File: config.mk
export PLATFORM = sky130hd
export DESIGN_NAME = calendar_date_day_arithmetic_core
export DESIGN_NICKNAME = d
export VERILOG_FILES = /design/src/rtl/cdda_pkg.sv /design/src/rtl/cdda_term.sv /design/src/rtl/calendar_date_day_arithmetic_core.sv
export SDC_FILE = /design/constraint.sdc
export NUM_CORES = 1
export LEC_CHECK = 0
export BUFFER_PORTS_ARGS = -buffer_cell sky130_fd_sc_hd__buf_4
export CORE_UTILIZATION = 60
export CTS_CLUSTER_SIZE = 16
export DETAILED_ROUTE_END_ITERATION = 10
export GPL_ROUTABILITY_DRIVEN = 0
export PLACE_DENSITY = 0.78
export SLEW_MARGIN = 10
export SYNTH_ARGS = -nofsm -noshare
export SYNTH_HDL_FRONTEND = slang
export SYNTH_HIERARCHICAL = 1
export SYNTH_SLANG_ARGS = --single-unit
File: constraint.sdc
create_clock -name clk -period 27.7 [get_ports clk]
set_input_delay 4.155 -clock clk [delete_from_list [all_inputs] [get_ports clk]]
set_output_delay 4.155 -clock clk [all_outputs]
set_load 0.02 [all_outputs]
File: src/rtl/cdda_pkg.sv
package cdda_pkg;

  // Calendar constants
  localparam int MONTHS        = 12;
  localparam int DAYS_PER_YEAR = 365;
  localparam int LEAP_CYCLE    = 4;
  localparam int CENTURY       = 100;
  localparam int RESET_YEAR    = 2000;

  // Distance field
  localparam int                DIST_W   = 21;
  localparam logic [DIST_W-1:0] DIST_MAX = 21'd2097151;

  // Divisibility by 25 through the odd inverse: y * INV25 (mod 2^16) is at
  // most DIV25_LIM exactly when y is a multiple of 25.
  localparam logic [15:0] INV25     = 16'd23593;
  localparam logic [15:0] DIV25_LIM = 16'd2621;

  // Month lengths (February in a common year) and days before each month.
  localparam logic [4:0] MONTH_LEN [16] = '{
    5'd0,  5'd31, 5'd28, 5'd31, 5'd30, 5'd31, 5'd30, 5'd31,
    5'd31, 5'd30, 5'd31, 5'd30, 5'd31, 5'd0,  5'd0,  5'd0
  };
  localparam logic [8:0] CUM_DAYS [16] = '{
    9'd0,   9'd0,   9'd31,  9'd59,  9'd90,  9'd120, 9'd151, 9'd181,
    9'd212, 9'd243, 9'd273, 9'd304, 9'd334, 9'd0,   9'd0,   9'd0
  };

  typedef enum logic [1:0] {
    OP_LOAD = 2'd0,
    OP_ADD  = 2'd1,
    OP_SUB  = 2'd2,
    OP_CMP  = 2'd3
  } op_t;

  typedef enum logic [1:0] {
    SEQ_IDLE,
    SEQ_RUN,
    SEQ_EMIT
  } seq_state_t;

  typedef enum logic [2:0] {
    DP_NOP,
    DP_LOAD,
    DP_ADD,
    DP_SUB,
    DP_SUBFIX,
    DP_ACC_SET,
    DP_ACC_ADD,
    DP_CMP_FIN
  } dp_op_t;

  typedef enum logic [2:0] {
    TERM_Y365,
    TERM_Y4,
    TERM_C100,
    TERM_C400,
    TERM_MON,
    TERM_DAY
  } term_t;

  typedef enum logic [1:0] {
    COND_NEVER,
    COND_ALWAYS,
    COND_CNT_LEFT,
    COND_SUB_MOVED
  } cond_t;

  localparam int UPC_W = 5;
  typedef logic [UPC_W-1:0] upc_t;

  typedef struct packed {
    dp_op_t op;
    term_t  term;
    logic   sel_event;
    logic   negate;
    cond_t  cond;
    upc_t   target;
    logic   fin;
  } uword_t;

  // Program layout
  localparam upc_t UA_LOAD   = 5'd0;
  localparam upc_t UA_ADD    = 5'd1;
  localparam upc_t UA_SUB    = 5'd2;
  localparam upc_t UA_SUBFIX = 5'd3;
  localparam upc_t UA_CMP    = 5'd4;
  localparam int   PROG_LEN  = 17;

  function automatic logic is_leap(input logic [15:0] y);
    logic [15:0] p;
    logic        by4;
    logic        by16;
    logic        by25;
    p    = y * INV25;
    by4  = (y[1:0] == 2'd0);
    by16 = (y[3:0] == 4'd0);
    by25 = (p <= DIV25_LIM);
    return by4 && (!by25 || by16);
  endfunction

  function automatic logic [4:0] days_in(input logic [3:0] m, input logic lp);
    logic [4:0] n;
    n = MONTH_LEN[m];
    if (m == 4'd2 && lp) begin
      n = n + 5'd1;
    end
    return n;
  endfunction

  function automatic logic [8:0] days_before(input logic [3:0] m, input logic lp);
    return CUM_DAYS[m] + 9'((lp && m > 4'd2) ? 1 : 0);
  endfunction

  function automatic upc_t entry(input op_t op);
    upc_t a;
    unique case (op)
      OP_LOAD: a = UA_LOAD;
      OP_ADD:  a = UA_ADD;
      OP_SUB:  a = UA_SUB;
      OP_CMP:  a = UA_CMP;
      default: a = UA_LOAD;
    endcase
    return a;
  endfunction

  // Control store. Compare builds serial(stored) - serial(event) in the
  // accumulator, one term per step.
  function automatic uword_t ucode(input upc_t a);
    uword_t w;
    unique case (a)
      UA_LOAD:       w = '{DP_LOAD,    TERM_DAY,  1'b0, 1'b0, COND_NEVER,     UA_LOAD,   1'b1};
      UA_ADD:        w = '{DP_ADD,     TERM_DAY,  1'b0, 1'b0, COND_CNT_LEFT,  UA_ADD,    1'b1};
      UA_SUB:        w = '{DP_SUB,     TERM_DAY,  1'b0, 1'b0, COND_SUB_MOVED, UA_SUBFIX, 1'b1};
      UA_SUBFIX:     w = '{DP_SUBFIX,  TERM_DAY,  1'b0, 1'b0, COND_ALWAYS,    UA_SUB,    1'b0};
      UA_CMP:        w = '{DP_ACC_SET, TERM_Y365, 1'b0, 1'b0, COND_NEVER,     UA_LOAD,   1'b0};
      UA_CMP + 5'd1: w = '{DP_ACC_ADD, TERM_Y4,   1'b0, 1'b0, COND_NEVER,     UA_LOAD,   1'b0};
      UA_CMP + 5'd2: w = '{DP_ACC_ADD, TERM_C100, 1'b0, 1'b1, COND_NEVER,     UA_LOAD,   1'b0};
      UA_CMP + 5'd3: w = '{DP_ACC_ADD, TERM_C400, 1'b0, 1'b0, COND_NEVER,     UA_LOAD,   1'b0};
      UA_CMP + 5'd4: w = '{DP_ACC_ADD, TERM_MON,  1'b0, 1'b0, COND_NEVER,     UA_LOAD,   1'b0};
      UA_CMP + 5'd5: w = '{DP_ACC_ADD, TERM_DAY,  1'b0, 1'b0, COND_NEVER,     UA_LOAD,   1'b0};
      UA_CMP + 5'd6: w = '{DP_ACC_ADD, TERM_Y365, 1'b1, 1'b1, COND_NEVER,     UA_LOAD,   1'b0};
      UA_CMP + 5'd7: w = '{DP_ACC_ADD, TERM_Y4,   1'b1, 1'b1, COND_NEVER,     UA_LOAD,   1'b0};
      UA_CMP + 5'd8: w = '{DP_ACC_ADD, TERM_C100, 1'b1, 1'b0, COND_NEVER,     UA_LOAD,   1'b0};
      UA_CMP + 5'd9: w = '{DP_ACC_ADD, TERM_C400, 1'b1, 1'b1, COND_NEVER,     UA_LOAD,   1'b0};
      UA_CMP + 5'd10: w = '{DP_ACC_ADD, TERM_MON, 1'b1, 1'b1, COND_NEVER,     UA_LOAD,   1'b0};
      UA_CMP + 5'd11: w = '{DP_ACC_ADD, TERM_DAY, 1'b1, 1'b1, COND_NEVER,     UA_LOAD,   1'b0};
      UA_CMP + 5'd12: w = '{DP_CMP_FIN, TERM_DAY, 1'b0, 1'b0, COND_NEVER,     UA_LOAD,   1'b1};
      default:       w = '{DP_NOP,     TERM_DAY,  1'b0, 1'b0, COND_NEVER,     UA_LOAD,   1'b1};
    endcase
    return w;
  endfunction

endpackage

File: src/rtl/cdda_term.sv
module cdda_term #(
  parameter int YEAR_BITS = 12,
  parameter int ACC_W     = 23
) (
  input  logic [YEAR_BITS-1:0] year,
  input  logic [3:0]           month,
  input  logic [4:0]           day,
  input  logic                 leap,
  input  cdda_pkg::term_t      term_sel,
  output logic [ACC_W-1:0]     term_val
);
  import cdda_pkg::*;

  // Divide by 100 with a reciprocal: exact for every operand below 2^X_W.
  localparam int              X_W   = YEAR_BITS + 1;
  localparam int              DIV_K = YEAR_BITS + 8;
  localparam longint unsigned DIV_M = ((64'd1 << DIV_K) + CENTURY - 1) / CENTURY;
  localparam int              M_W   = DIV_K - 6;
  localparam int              P_W   = X_W + M_W;

  logic [X_W:0]     y400;
  logic [X_W-1:0]   y100;
  logic [X_W-1:0]   y4;
  logic [X_W-1:0]   x;
  logic [P_W-1:0]   prod;
  logic [ACC_W-1:0] t365;

  assign y400 = (X_W + 1)'(year) + (X_W + 1)'(LEAP_CYCLE * CENTURY - 1);
  assign y100 = X_W'(year) + X_W'(CENTURY - 1);
  assign y4   = (X_W'(year) + X_W'(LEAP_CYCLE - 1)) >> 2;
  assign x    = (term_sel == TERM_C400) ? X_W'(y400 >> 2) : y100;
  assign prod = P_W'(x) * P_W'(DIV_M);
  assign t365 = ACC_W'(year) * ACC_W'(DAYS_PER_YEAR);

  always_comb begin
    unique case (term_sel)
      TERM_Y365: term_val = t365;
      TERM_Y4:   term_val = ACC_W'(y4);
      TERM_C100,
      TERM_C400: term_val = ACC_W'(prod[P_W-1:DIV_K]);
      TERM_MON:  term_val = ACC_W'(days_before(month, leap));
      TERM_DAY:  term_val = ACC_W'(day);
      default:   term_val = '0;
    endcase
  end

endmodule

File: src/rtl/calendar_date_day_arithmetic_core.sv
// Calendar date unit: holds one Gregorian date (reset 1 January 2000, year
// taken modulo 2^YEAR_BITS) and runs one command per input beat: load a date
// (a bad month or day becomes 1), add or subtract a day count (taken modulo
// 2^COUNT_BITS), or compare with an event date, giving the day distance
// (saturating at 2097151) and whether the stored date comes first. Every beat
// yields exactly one result beat with the stored date and its leap flag.
// A small microprogram steps a shared datapath; the step loop sets the rate.
// Add and subtract take a step per month boundary crossed, since the date
// moves one month per step (subtract refills the day of the new month in a
// second step). A full 65535-day add crosses about 2150 months. One item is
// in flight at a time; a finished result waits in the output register while
// the next beat enters.
module calendar_date_day_arithmetic_core #(
  parameter int YEAR_BITS  = 12,
  parameter int COUNT_BITS = 16
) (
  input  logic                        clk,
  input  logic                        rst,
  input  logic                        in_valid,
  output logic                        in_stall,
  input  logic [1:0]                  opcode,
  input  logic [4:0]                  day,
  input  logic [3:0]                  month,
  input  logic [YEAR_BITS-1:0]        year,
  input  logic [COUNT_BITS-1:0]       count,
  output logic                        out_valid,
  input  logic                        out_stall,
  output logic [4:0]                  cur_day,
  output logic [3:0]                  cur_month,
  output logic [YEAR_BITS-1:0]        cur_year,
  output logic                        leap,
  output logic                        is_earlier,
  output logic [cdda_pkg::DIST_W-1:0] distance
);
  import cdda_pkg::*;

  // Accumulator wide enough for a signed difference of two day serials and
  // for the saturation compare.
  localparam int ACC_W = (YEAR_BITS + 11 > DIST_W + 1) ? YEAR_BITS + 11 : DIST_W + 1;
  localparam int SUM_W = COUNT_BITS + 1;

  // Sequencer
  seq_state_t state, state_next;
  upc_t       upc, upc_next;
  uword_t     uw;
  logic       in_accept;
  logic       run;
  logic       jump;
  logic       step_done;
  logic       emit_go;

  // Stored date and item registers
  logic [4:0]            day_reg, day_next;
  logic [3:0]            month_reg, month_next;
  logic [YEAR_BITS-1:0]  year_reg, year_next;
  logic [COUNT_BITS-1:0] cnt, cnt_next;
  logic [4:0]            ev_day;
  logic [3:0]            ev_month;
  logic [YEAR_BITS-1:0]  ev_year;
  logic [ACC_W-1:0]      acc, acc_next;
  logic                  cmp_earlier, cmp_earlier_next;
  logic [DIST_W-1:0]     cmp_dist, cmp_dist_next;

  // Datapath nets
  logic                  leap_cur;
  logic [4:0]            mx_cur;
  logic                  ev_leap;
  logic [3:0]            ev_month_fix;
  logic [4:0]            ev_mx;
  logic [4:0]            ev_day_fix;
  logic [SUM_W-1:0]      add_sum;
  logic                  add_over;
  logic                  sub_moved;
  logic [ACC_W-1:0]      term_val;
  logic [ACC_W-1:0]      mag;

  assign uw        = ucode(upc);
  assign in_accept = in_valid && !in_stall;

  // ---------------------------------------------------------------------
  // Sequencer: next state and control outputs
  // ---------------------------------------------------------------------
  always_comb begin
    state_next = state;
    unique case (state)
      SEQ_IDLE: if (in_valid) begin
        state_next = SEQ_RUN;
      end
      SEQ_RUN: if (step_done) begin
        state_next = SEQ_EMIT;
      end
      SEQ_EMIT: if (emit_go) begin
        state_next = SEQ_IDLE;
      end
      default: state_next = SEQ_IDLE;
    endcase
  end

  always_comb begin
    in_stall  = (state != SEQ_IDLE);
    run       = (state == SEQ_RUN);
    emit_go   = (state == SEQ_EMIT) && (!out_valid || !out_stall);
    step_done = run && !jump && uw.fin;
  end

  // Branch: taken goes to the target, otherwise fall through to the next word
  always_comb begin
    unique case (uw.cond)
      COND_NEVER:     jump = 1'b0;
      COND_ALWAYS:    jump = 1'b1;
      COND_CNT_LEFT:  jump = (cnt_next != '0);
      COND_SUB_MOVED: jump = sub_moved;
      default:        jump = 1'b0;
    endcase
    upc_next = jump ? uw.target : upc + upc_t'(1);
  end

  always_ff @(posedge clk) begin
    if (rst) begin
      state <= SEQ_IDLE;
      upc   <= UA_LOAD;
    end else begin
      state <= state_next;
      if (in_accept) begin
        upc <= entry(op_t'(opcode));
      end else if (run) begin
        upc <= upc_next;
      end
    end
  end

  // ---------------------------------------------------------------------
  // Date checks
  // ---------------------------------------------------------------------
  assign leap_cur = is_leap(16'(year_reg));
  assign mx_cur   = days_in(month_reg, leap_cur);

  // Repair the event date: bad month first, then a day outside that month
  assign ev_leap      = is_leap(16'(ev_year));
  assign ev_month_fix = (ev_month < 4'd1 || ev_month > 4'(MONTHS)) ? 4'd1 : ev_month;
  assign ev_mx        = days_in(ev_month_fix, ev_leap);
  assign ev_day_fix   = (ev_day == 5'd0 || ev_day > ev_mx) ? 5'd1 : ev_day;

  // Add: either finish inside this month or jump to the 1st of the next
  assign add_sum   = SUM_W'(cnt) + SUM_W'(day_reg);
  assign add_over  = add_sum > SUM_W'(mx_cur);
  // Subtract: the count reaches back past the 1st, into the previous month
  assign sub_moved = cnt >= COUNT_BITS'(day_reg);

  cdda_term #(
    .YEAR_BITS (YEAR_BITS),
    .ACC_W     (ACC_W)
  ) u_term (
    .year     (uw.sel_event ? ev_year : year_reg),
    .month    (uw.sel_event ? ev_month_fix : month_reg),
    .day      (uw.sel_event ? ev_day_fix : day_reg),
    .leap     (uw.sel_event ? ev_leap : leap_cur),
    .term_sel (uw.term),
    .term_val (term_val)
  );

  assign mag = acc[ACC_W-1] ? ACC_W'(-acc) : acc;

  // ---------------------------------------------------------------------
  // Datapath step selected by the control word
  // ---------------------------------------------------------------------
  always_comb begin
    day_next         = day_reg;
    month_next       = month_reg;
    year_next        = year_reg;
    cnt_next         = cnt;
    acc_next         = acc;
    cmp_earlier_next = cmp_earlier;
    cmp_dist_next    = cmp_dist;
    unique case (uw.op)
      DP_NOP: begin
      end
      DP_LOAD: begin
        day_next   = ev_day_fix;
        month_next = ev_month_fix;
        year_next  = ev_year;
      end
      DP_ADD: begin
        if (add_over) begin
          cnt_next = COUNT_BITS'(add_sum - SUM_W'(mx_cur) - SUM_W'(1));
          day_next = 5'd1;
          if (month_reg < 4'(MONTHS)) begin
            month_next = month_reg + 4'd1;
          end else begin
            month_next = 4'd1;
            year_next  = year_reg + YEAR_BITS'(1);
          end
        end else begin
          day_next = 5'(add_sum);
          cnt_next = '0;
        end
      end
      DP_SUB: begin
        if (sub_moved) begin
          cnt_next = cnt - COUNT_BITS'(day_reg);
          if (month_reg <= 4'd1) begin
            month_next = 4'(MONTHS);
            year_next  = year_reg - YEAR_BITS'(1);
          end else begin
            month_next = month_reg - 4'd1;
          end
        end else begin
          day_next = day_reg - 5'(cnt);
          cnt_next = '0;
        end
      end
      DP_SUBFIX: begin
        // Land on the last day of the month just entered
        day_next = mx_cur;
      end
      DP_ACC_SET: begin
        acc_next = uw.negate ? ACC_W'(-term_val) : term_val;
      end
      DP_ACC_ADD: begin
        acc_next = uw.negate ? acc - term_val : acc + term_val;
      end
      DP_CMP_FIN: begin
        cmp_earlier_next = acc[ACC_W-1];
        cmp_dist_next    = (mag > ACC_W'(DIST_MAX)) ? DIST_MAX : mag[DIST_W-1:0];
      end
      default: begin
      end
    endcase
  end

  // Stored date: advance only while the program runs
  always_ff @(posedge clk) begin
    if (rst) begin
      day_reg   <= 5'd1;
      month_reg <= 4'd1;
      year_reg  <= YEAR_BITS'(RESET_YEAR);
    end else if (run) begin
      day_reg   <= day_next;
      month_reg <= month_next;
      year_reg  <= year_next;
    end
  end

  // Item payload: capture the beat, then let the steps work on it
  always_ff @(posedge clk) begin
    if (in_accept) begin
      ev_day      <= day;
      ev_month    <= month;
      ev_year     <= year;
      cnt         <= count;
      cmp_earlier <= 1'b0;
      cmp_dist    <= '0;
    end else if (run) begin
      cnt         <= cnt_next;
      acc         <= acc_next;
      cmp_earlier <= cmp_earlier_next;
      cmp_dist    <= cmp_dist_next;
    end
  end

  // ---------------------------------------------------------------------
  // Output register: hold the result beat until it is taken
  // ---------------------------------------------------------------------
  always_ff @(posedge clk) begin
    if (rst) begin
      out_valid <= 1'b0;
    end else if (emit_go) begin
      out_valid <= 1'b1;
    end else if (!out_stall) begin
      out_valid <= 1'b0;
    end
  end

  always_ff @(posedge clk) begin
    if (emit_go) begin
      cur_day    <= day_reg;
      cur_month  <= month_reg;
      cur_year   <= year_reg;
      leap       <= leap_cur;
      is_earlier <= cmp_earlier;
      distance   <= cmp_dist;
    end
  end

  // ---------------------------------------------------------------------
  // Assertions
  // ---------------------------------------------------------------------
  a_month_range: assert property (@(posedge clk) disable iff (rst)
    month_reg >= 4'd1 && month_reg <= 4'(MONTHS))
    else $error("stored month out of range");

  a_day_range_idle: assert property (@(posedge clk) disable iff (rst)
    state == SEQ_IDLE |-> day_reg >= 5'd1 && day_reg <= mx_cur)
    else $error("stored day outside its month between items");

  a_upc_in_program: assert property (@(posedge clk) disable iff (rst)
    state == SEQ_RUN |-> upc < upc_t'(PROG_LEN))
    else $error("microprogram counter left the program");

  a_emit_loads: assert property (@(posedge clk) disable iff (rst)
    emit_go |=> out_valid)
    else $error("finished item did not reach the output register");

  a_earlier_has_distance: assert property (@(posedge clk) disable iff (rst)
    out_valid |-> !is_earlier || distance != '0)
    else $error("earlier date reported with zero distance");

endmodule

==> load_flow_metrics.sql, run 1 <==
INSERT INTO impl_metrics (metric_group, metric, value, unit) VALUES
('grt', 'grt_pass1_wl', '88700', 'µm'),
('setup_path', 'crit_path_top_delay_cell', 'sky130_fd_sc_hd__a221oi_1', ''),
('setup_path', 'critPathMaxFanout', '9', ''),
('setup_path', 'worst-path-stages', '40', ''),
('clock_tree', 'ctsHoldBuffers', '0', ''),
('synthesis', 'yosys.cell_types.count', '100', ''),
('cells_and_area', 'final_core_util', '0.653', ''),
('routing', 'dr_total_vias', '18000', ''),
('clock_tree', 'cts_setup_buffers', '0', ''),
('die', 'die_height', '192', 'µm'),
('cells_and_area', 'final_common_cell', 'sky130_fd_sc_hd__ha_1', ''),
('synthesis', 'async_reset_ff_frac', '0', ''),
('synthesis', 'synth_seq_cells', '166', ''),
('setup_path', 'cp_data_arrival_time', '13.13', 'ns'),
('grt', 'grt_max_degree', '62', ''),
('clock_tree', 'clock_buffers_created_by_tritoncts', '17', ''),
('sta', 'timing.clock.skew', '0.0148', 'ns'),
('setup_path', 'critical_path_class', 'reg2reg', ''),
('synthesis', 'synth_edf_count', '104', ''),
('run_status', 'status', 'completed', ''),
('cells_and_area', 'synthToLayoutAreaGrowth', '7.47', '%'),
('synthesis', 'synth_cells', '2433', ''),
('die', 'fp.dieArea', '0.0367', 'mm²'),
('sta', 'finalHoldViolCount', '0', ''),
('routing', 'routed_wirelength', '53000', 'µm'),
('setup_path', 'cp_slowest_stage_delay', '0.91', 'ns'),
('setup_path', 'crit_buf_inv', '5', ''),
('die', 'starting_density', '0.607', ''),
('setup_path', 'worstReg2RegStart', 'year_reg[0]$_SDFFE_PP0P_', ''),
('clock_tree', 'cts_max_level', '4', ''),
('setup_path', 'cp-startpoint', 'year_reg[0]$_SDFFE_PP0P_', ''),
('synthesis', 'syn-mean-instance-area', '8.86', 'µm²'),
('run', 'max-cap-violations', '0', ''),
('routing', 'vias_per_cell', '6.13', ''),
('routing', 'antenna_left', '0', ''),
('cells_and_area', 'largest_register', 'acc', ''),
('setup_path', 'worst-r2r-cell-count', '40', ''),
('cells_and_area', 'biggestRegsByFlops', 'acc: 23 flops, cmp_dist: 21 flops, distance: 21 flops', ''),
('clock_tree', 'cts-root-to-sink-buffers', '2', ''),
('routing', 'drcViolationCount', '0', ''),
('sta', 'maxSlewHeadroom', '0.220', ''),
('sta', 'post-route-period-util', '0.466', ''),
('placement', 'detailedPlacementHpwl', '41700', 'µm'),
('die', 'std_cell_rows', '69', ''),
('synthesis', 'syn_area', '0.0216', 'mm²'),
('sta', 'report.final.slew_viol_count', '0', ''),
('clock_tree', 'path_clk_slew', '0.08', 'ns'),
('clock_tree', 'tritoncts', 'done', ''),
('clock_tree', 'clock-sinks', '166', ''),
('setup_path', 'setup.worst_path.end_class', 'flip-flop', ''),
('min_path', 'worst_min_delay_path_startpoint', 'cmp_dist[5]$_SDFFE_PP0P_', ''),
('placement', 'io_buffers', '88', ''),
('grt', 'grt_pass1_vias', '18200', ''),
('sta', 'setup_violations', '0', ''),
('sta', 'setup_repair_after_global_routing_missed_its_margin', 'false', ''),
('clock_tree', 'clockRootBuffer', 'sky130_fd_sc_hd__clkbuf_16', ''),
('clock_tree', 'cts-resized-gates', '0', ''),
('synthesis', 'synth_top_area_share', '0.186', ''),
('grt', 'globalRoute.totalOverflow', '0', ''),
('setup_path', 'worst_ep_required_time', '27.92', 'ns'),
('synthesis', 'synth_seq_area_share', '0.202', ''),
('min_path', 'holdCritPathClass', 'reg2reg', ''),
('setup_path', 'cp-start-kind', 'flip-flop', ''),
('synthesis', 'synthFlopType', 'sky130_fd_sc_hd__edfxtp_1', ''),
('cells_and_area', 'final_nets', '2964', ''),
('setup_path', 'critical-path-top-delay-family', 'simple AND/OR/NAND/NOR gates', ''),
('cells_and_area', 'leading_cell_types_in_the_layout_fill_and_taps_excluded', 'sky130_fd_sc_hd__ha_1, sky130_fd_sc_hd__inv_1, sky130_fd_sc_hd__nor2_1', ''),
('setup_path', 'cpMostUsedCell', 'sky130_fd_sc_hd__or3_1', ''),
('synthesis', 'synth_area_leader_cell', 'sky130_fd_sc_hd__ha_1', ''),
('die', 'io-pin-count', '89', ''),
('routing', 'firstDrtPassIters', '6', '');
## final timing paths
path	endpoint	slack [ns]
max	acc[22]$_DFFE_PP_	14.78
min reg2reg	distance[5]$_DFFE_PP_	0.43
min	distance[5]$_DFFE_PP_	0.43
max reg2reg	acc[22]$_DFFE_PP_	14.78
## metrics by stage
step	instance area [µm²]	hold WS (ns)	cells	setup WS, ns
global placement	22600	0.410	2910	15.36
detailed placement	22600	0.413	2910	14.91
floorplan	21600	0.403	2434	16.36
finish	23200	0.430	2942	14.78
global route	23200	0.434	2942	13.83
CTS	23200	0.431	2942	14.90
## Yosys cell counts, types with 10 or more instances
| master | number |
|---|---|
| sky130_fd_sc_hd__clkbuf_1 | 67 |
| sky130_fd_sc_hd__or4_1 | 10 |
| sky130_fd_sc_hd__o211ai_1 | 17 |
| sky130_fd_sc_hd__nand4_1 | 12 |
| sky130_fd_sc_hd__and3_1 | 17 |
| sky130_fd_sc_hd__xor2_1 | 58 |
| sky130_fd_sc_hd__buf_2 | 11 |
| sky130_fd_sc_hd__inv_1 | 314 |
| sky130_fd_sc_hd__mux2i_1 | 18 |
| sky130_fd_sc_hd__nor2b_1 | 39 |
| sky130_fd_sc_hd__edfxtp_1 | 104 |
| sky130_fd_sc_hd__nand3_1 | 58 |
| sky130_fd_sc_hd__and2_1 | 15 |
| sky130_fd_sc_hd__nand2b_1 | 28 |
| sky130_fd_sc_hd__a211oi_1 | 23 |
| sky130_fd_sc_hd__xnor2_1 | 124 |
| sky130_fd_sc_hd__dfxtp_1 | 62 |
| sky130_fd_sc_hd__fa_1 | 133 |
| sky130_fd_sc_hd__nor4_1 | 17 |
| sky130_fd_sc_hd__a221oi_1 | 11 |
| sky130_fd_sc_hd__a31oi_1 | 24 |
| sky130_fd_sc_hd__mux2_2 | 17 |
| sky130_fd_sc_hd__a21o_1 | 38 |
| sky130_fd_sc_hd__nor2_1 | 171 |
| sky130_fd_sc_hd__o21a_1 | 27 |
| sky130_fd_sc_hd__o21bai_1 | 12 |
| sky130_fd_sc_hd__nor3_1 | 62 |
| sky130_fd_sc_hd__or3_1 | 26 |
| sky130_fd_sc_hd__a21oi_1 | 148 |
| sky130_fd_sc_hd__o21ai_0 | 112 |
| sky130_fd_sc_hd__nand2_1 | 115 |
| sky130_fd_sc_hd__ha_1 | 320 |
| sky130_fd_sc_hd__o21ai_1 | 15 |
## logic make-up after synthesis
logic type | Yosys count | share of synthesized area
adders and majority gates | 453 | 0.309
AOI/OAI and AO/OA | 559 | 0.174
and+or+nand+nor | 624 | 0.147
muxes | 39 | 0.0204
xor gates and xnor gates | 182 | 0.0739
other | 3 | 0.000522
buffers and inverters | 407 | 0.0724
DFF | 166 | 0.202
## layout make-up
type	instances	area [µm²]
Clock inverter	14	151
Timing Repair Buffer	105	788
Clock buffer	18	439
Inverter	317	1190
Fill cell	2837	12300
Tap cell	461	577
Sequential cell	166	4360
Multi-Input combinational cell	1861	15700
## layer usage
metal / share of wire / vias up / track usage / wire [µm]
li1: - / 8609 / - / -
met1: 0.43 / 8647 / 0.396 / 22800
met2: 0.47 / 672 / 0.498 / 25000
met3: 0.069 / 118 / 0.0459 / 3630
met4: 0.028 / 0 / 0.111 / 1510
met5: 0 / - / 0 / 0
Power of run 1 is not shown: default switching activity piles up to over one toggle a cycle in this logic, so the estimate is an artifact.
==> inputs of run 2 (changes only) <==
--- a/config.mk
+++ b/config.mk
@@ -6,11 +6,11 @@
 export NUM_CORES = 1
 export LEC_CHECK = 0
 export BUFFER_PORTS_ARGS = -buffer_cell sky130_fd_sc_hd__buf_4
-export CORE_UTILIZATION = 60
+export CORE_UTILIZATION = 59
 export CTS_CLUSTER_SIZE = 16
 export DETAILED_ROUTE_END_ITERATION = 10
 export GPL_ROUTABILITY_DRIVEN = 0
-export PLACE_DENSITY = 0.78
+export PLACE_DENSITY = 0.8
 export SLEW_MARGIN = 10
 export SYNTH_ARGS = -nofsm -noshare
 export SYNTH_HDL_FRONTEND = slang
==> constraint.sdc (replaced) <==
create_clock -name clk -period 10.65 [get_ports clk]
set_input_delay 1.5975 -clock clk [delete_from_list [all_inputs] [get_ports clk]]
set_output_delay 1.5975 -clock clk [all_outputs]
set_load 0.02 [all_outputs]
==> run 2 against run 1 <==
Compared with the run above:
- via count increased by 4.9%
- register-to-register slack got worse by 15 ns
- final area increased by 5.1%
- cell count increased by 3.2%
- worst hold slack improved by 0.0013 ns
- routed wire length increased by 8.6%
- sequential share of layout area decreased by 0.90 points
- clock skew increased by 0.0038 ns
- global-route usage increased by 1.0 points
- first-iteration DRC count decreased by 11%
- critical path type unchanged
- largest cell class unchanged
==> load_flow_metrics.sql, run 2 (same netlist as run 1, synthesis figures left out) <==
INSERT INTO impl_metrics (metric_group, metric, value, unit) VALUES
('grt', 'grt_antenna_before_repair', '0', ''),
('sta', 'setup_violations', '0', ''),
('setup_path', 'crit_path_top_delay_cell', 'sky130_fd_sc_hd__fa_1', ''),
('sta', 'post-route-period-util', '0.989', ''),
('cells_and_area', 'post-route-cell-area', '0.0244', 'mm²'),
('cells_and_area', 'biggestRegsByFlops', 'acc: 23 flops, cmp_dist: 21 flops, distance: 21 flops', ''),
('clock_tree', 'clock_latency_of_the_later_clocked_register_in_the_worst_skew_pair', '0.47', 'ns'),
('sta', 'maxSlewHeadroom', '0.172', ''),
('setup_path', 'critical_path_class', 'reg2reg', ''),
('clock_tree', 'clock-sinks', '166', ''),
('clock_tree', 'clockRootBuffer', 'sky130_fd_sc_hd__clkbuf_16', ''),
('min_path', 'holdCritPathClass', 'reg2reg', ''),
('clock_tree', 'ctsHoldBuffers', '0', ''),
('die', 'core_region_area', '0.0357', 'mm²'),
('routing', 'firstDrtPassIters', '9', ''),
('routing', 'dr_total_vias', '18900', ''),
('routing', 'vias_per_cell', '6.23', ''),
('sta', 'finalHoldViolCount', '0', ''),
('sta', 'timing.clock.skew', '0.0185', 'ns'),
('setup_path', 'worst_ep_required_time', '10.88', 'ns'),
('setup_path', 'cp_data_arrival_time', '10.76', 'ns'),
('die', 'die_height', '193', 'µm'),
('cells_and_area', 'synthToLayoutAreaGrowth', '13.0', '%'),
('placement', 'placed_area', '0.0232', 'mm²'),
('grt', 'globalRoute.totalOverflow', '0', ''),
('clock_tree', 'cts-root-to-sink-buffers', '2', ''),
('cells_and_area', 'layout-drive-gt1-share', '0.148', ''),
('sta', 'tightestPinTransition', '1.23', 'ns'),
('setup_path', 'crit_buf_inv', '4', ''),
('routing', 'antenna_left', '0', ''),
('routing', 'initialDrtViolationCount', '1652', ''),
('sta', 'final.setup.tns', '0', 'ns'),
('cells_and_area', 'largest_register', 'acc', ''),
('setup_path', 'setup.worst_path.end_class', 'flip-flop', ''),
('run', 'max-cap-violations', '0', ''),
('grt', 'grt_max_degree', '62', ''),
('placement', 'io_buffers', '88', ''),
('setup_path', 'cp-start-kind', 'flip-flop', ''),
('clock_tree', 'clock_buffers_created_by_tritoncts', '17', ''),
('clock_tree', 'tritoncts', 'done', ''),
('grt', 'grtUsageTotal', '0.311', ''),
('clock_tree', 'cts_max_level', '4', ''),
('die', 'starting_density', '0.603', ''),
('cells_and_area', 'antenna_cells_inserted', '0', ''),
('setup_path', 'critical-path-top-delay-family', 'simple AND/OR/NAND/NOR gates', ''),
('setup_path', 'cp_slowest_stage_delay', '0.56', 'ns'),
('cells_and_area', 'fillers', '2678', ''),
('cells_and_area', 'final_common_cell', 'sky130_fd_sc_hd__ha_1', ''),
('sta', 'final_period_minus_worst_setup_slack', '10.54', 'ns'),
('sta', 'report.final.slew_viol_count', '0', ''),
('grt', 'grt_pass1_vias', '18900', ''),
('die', 'std_cell_rows', '69', ''),
('cells_and_area', 'leading_cell_types_in_the_layout_fill_and_taps_excluded', 'sky130_fd_sc_hd__ha_1, sky130_fd_sc_hd__inv_1, sky130_fd_sc_hd__buf_4', ''),
('routing', 'routed_wirelength', '57500', 'µm'),
('die', 'fp.dieArea', '0.0373', 'mm²'),
('cells_and_area', 'final_core_util', '0.681', ''),
('grt', 'grt_pass1_wl', '92500', 'µm'),
('die', 'io-pin-count', '89', ''),
('placement', 'detailedPlacementHpwl', '44100', 'µm'),
('setup_path', 'cpMostUsedCell', 'sky130_fd_sc_hd__or3_4', ''),
('routing', 'drcViolationCount', '0', ''),
('sta', 'setup_repair_after_global_routing_missed_its_margin', 'true', ''),
('cells_and_area', 'final_nets', '3059', ''),
('cells_and_area', 'largest_reg_flops', '23', ''),
('clock_tree', 'path_clk_slew', '0.08', 'ns'),
('routing', 'detail_route.wl_per_cell', '18.9', 'µm'),
('sta', 'max_clock_freq', '94.9', 'MHz'),
('die', 'horizontal_die_dimension', '193', 'µm'),
('setup_path', 'critPathMaxFanout', '5', ''),
('run_status', 'status', 'completed', '');
==> run 2: cell types whose count changed in the layout (fill, tap and decap cells not counted), sizes merged <==
cell    change
inv         -1
clkbuf      +1
buf        +95
==> run 2: routing by layer <==
layer	global-route usage	vias up	routed length, µm
met5	0	-	0
met4	0.120	0	1980
met3	0.0532	180	4040
met2	0.538	862	28100
met1	0.385	9088	23400
li1	-	8805	-
==> run 2: final timing paths <==
path,start,endpoint,slack [ns],cells after the start
max,ev_year[3]$_DFFE_PP_,acc[22]$_DFFE_PP_,0.11,40
min,cmp_dist[7]$_SDFFE_PP0P_,distance[7]$_DFFE_PP_,0.43,0
max reg2reg,ev_year[3]$_DFFE_PP_,acc[22]$_DFFE_PP_,0.11,40
min reg2reg,cmp_dist[7]$_SDFFE_PP0P_,distance[7]$_DFFE_PP_,0.43,0
==> run 2: final cells by class <==
cell class	instances	area, µm²	share of cell area
well taps	461	577	0.0237
clock inverters	13	98.8	0.00406
clock buffers	19	433	0.0178
multi-input cells	1861	16200	0.663
repair buffers	200	1530	0.0629
flip-flops and latches	166	4370	0.179
inverters	317	1190	0.0489
==> run 2: stage by stage <==
stage                     setup WS, ns  hold WS, ns  cells
after detailed placement        -0.164        0.415   2983
after CTS                      0.00196        0.431   3018
final                            0.112        0.431   3037
after global placement          0.0486        0.412   2983
after global routing            -0.250        0.436   3037
after floorplan               0.000521        0.403   2434
==> run 2: repair_timing <==
action | CTS | global route
setup buffers | 3 | 19
gates resized for setup | 13 | 93
endpoints found under the setup margin | 3 | 7
cloned | 0 | 0
pin swaps | 2 | 50
Power of run 2 is left out for the same reason.
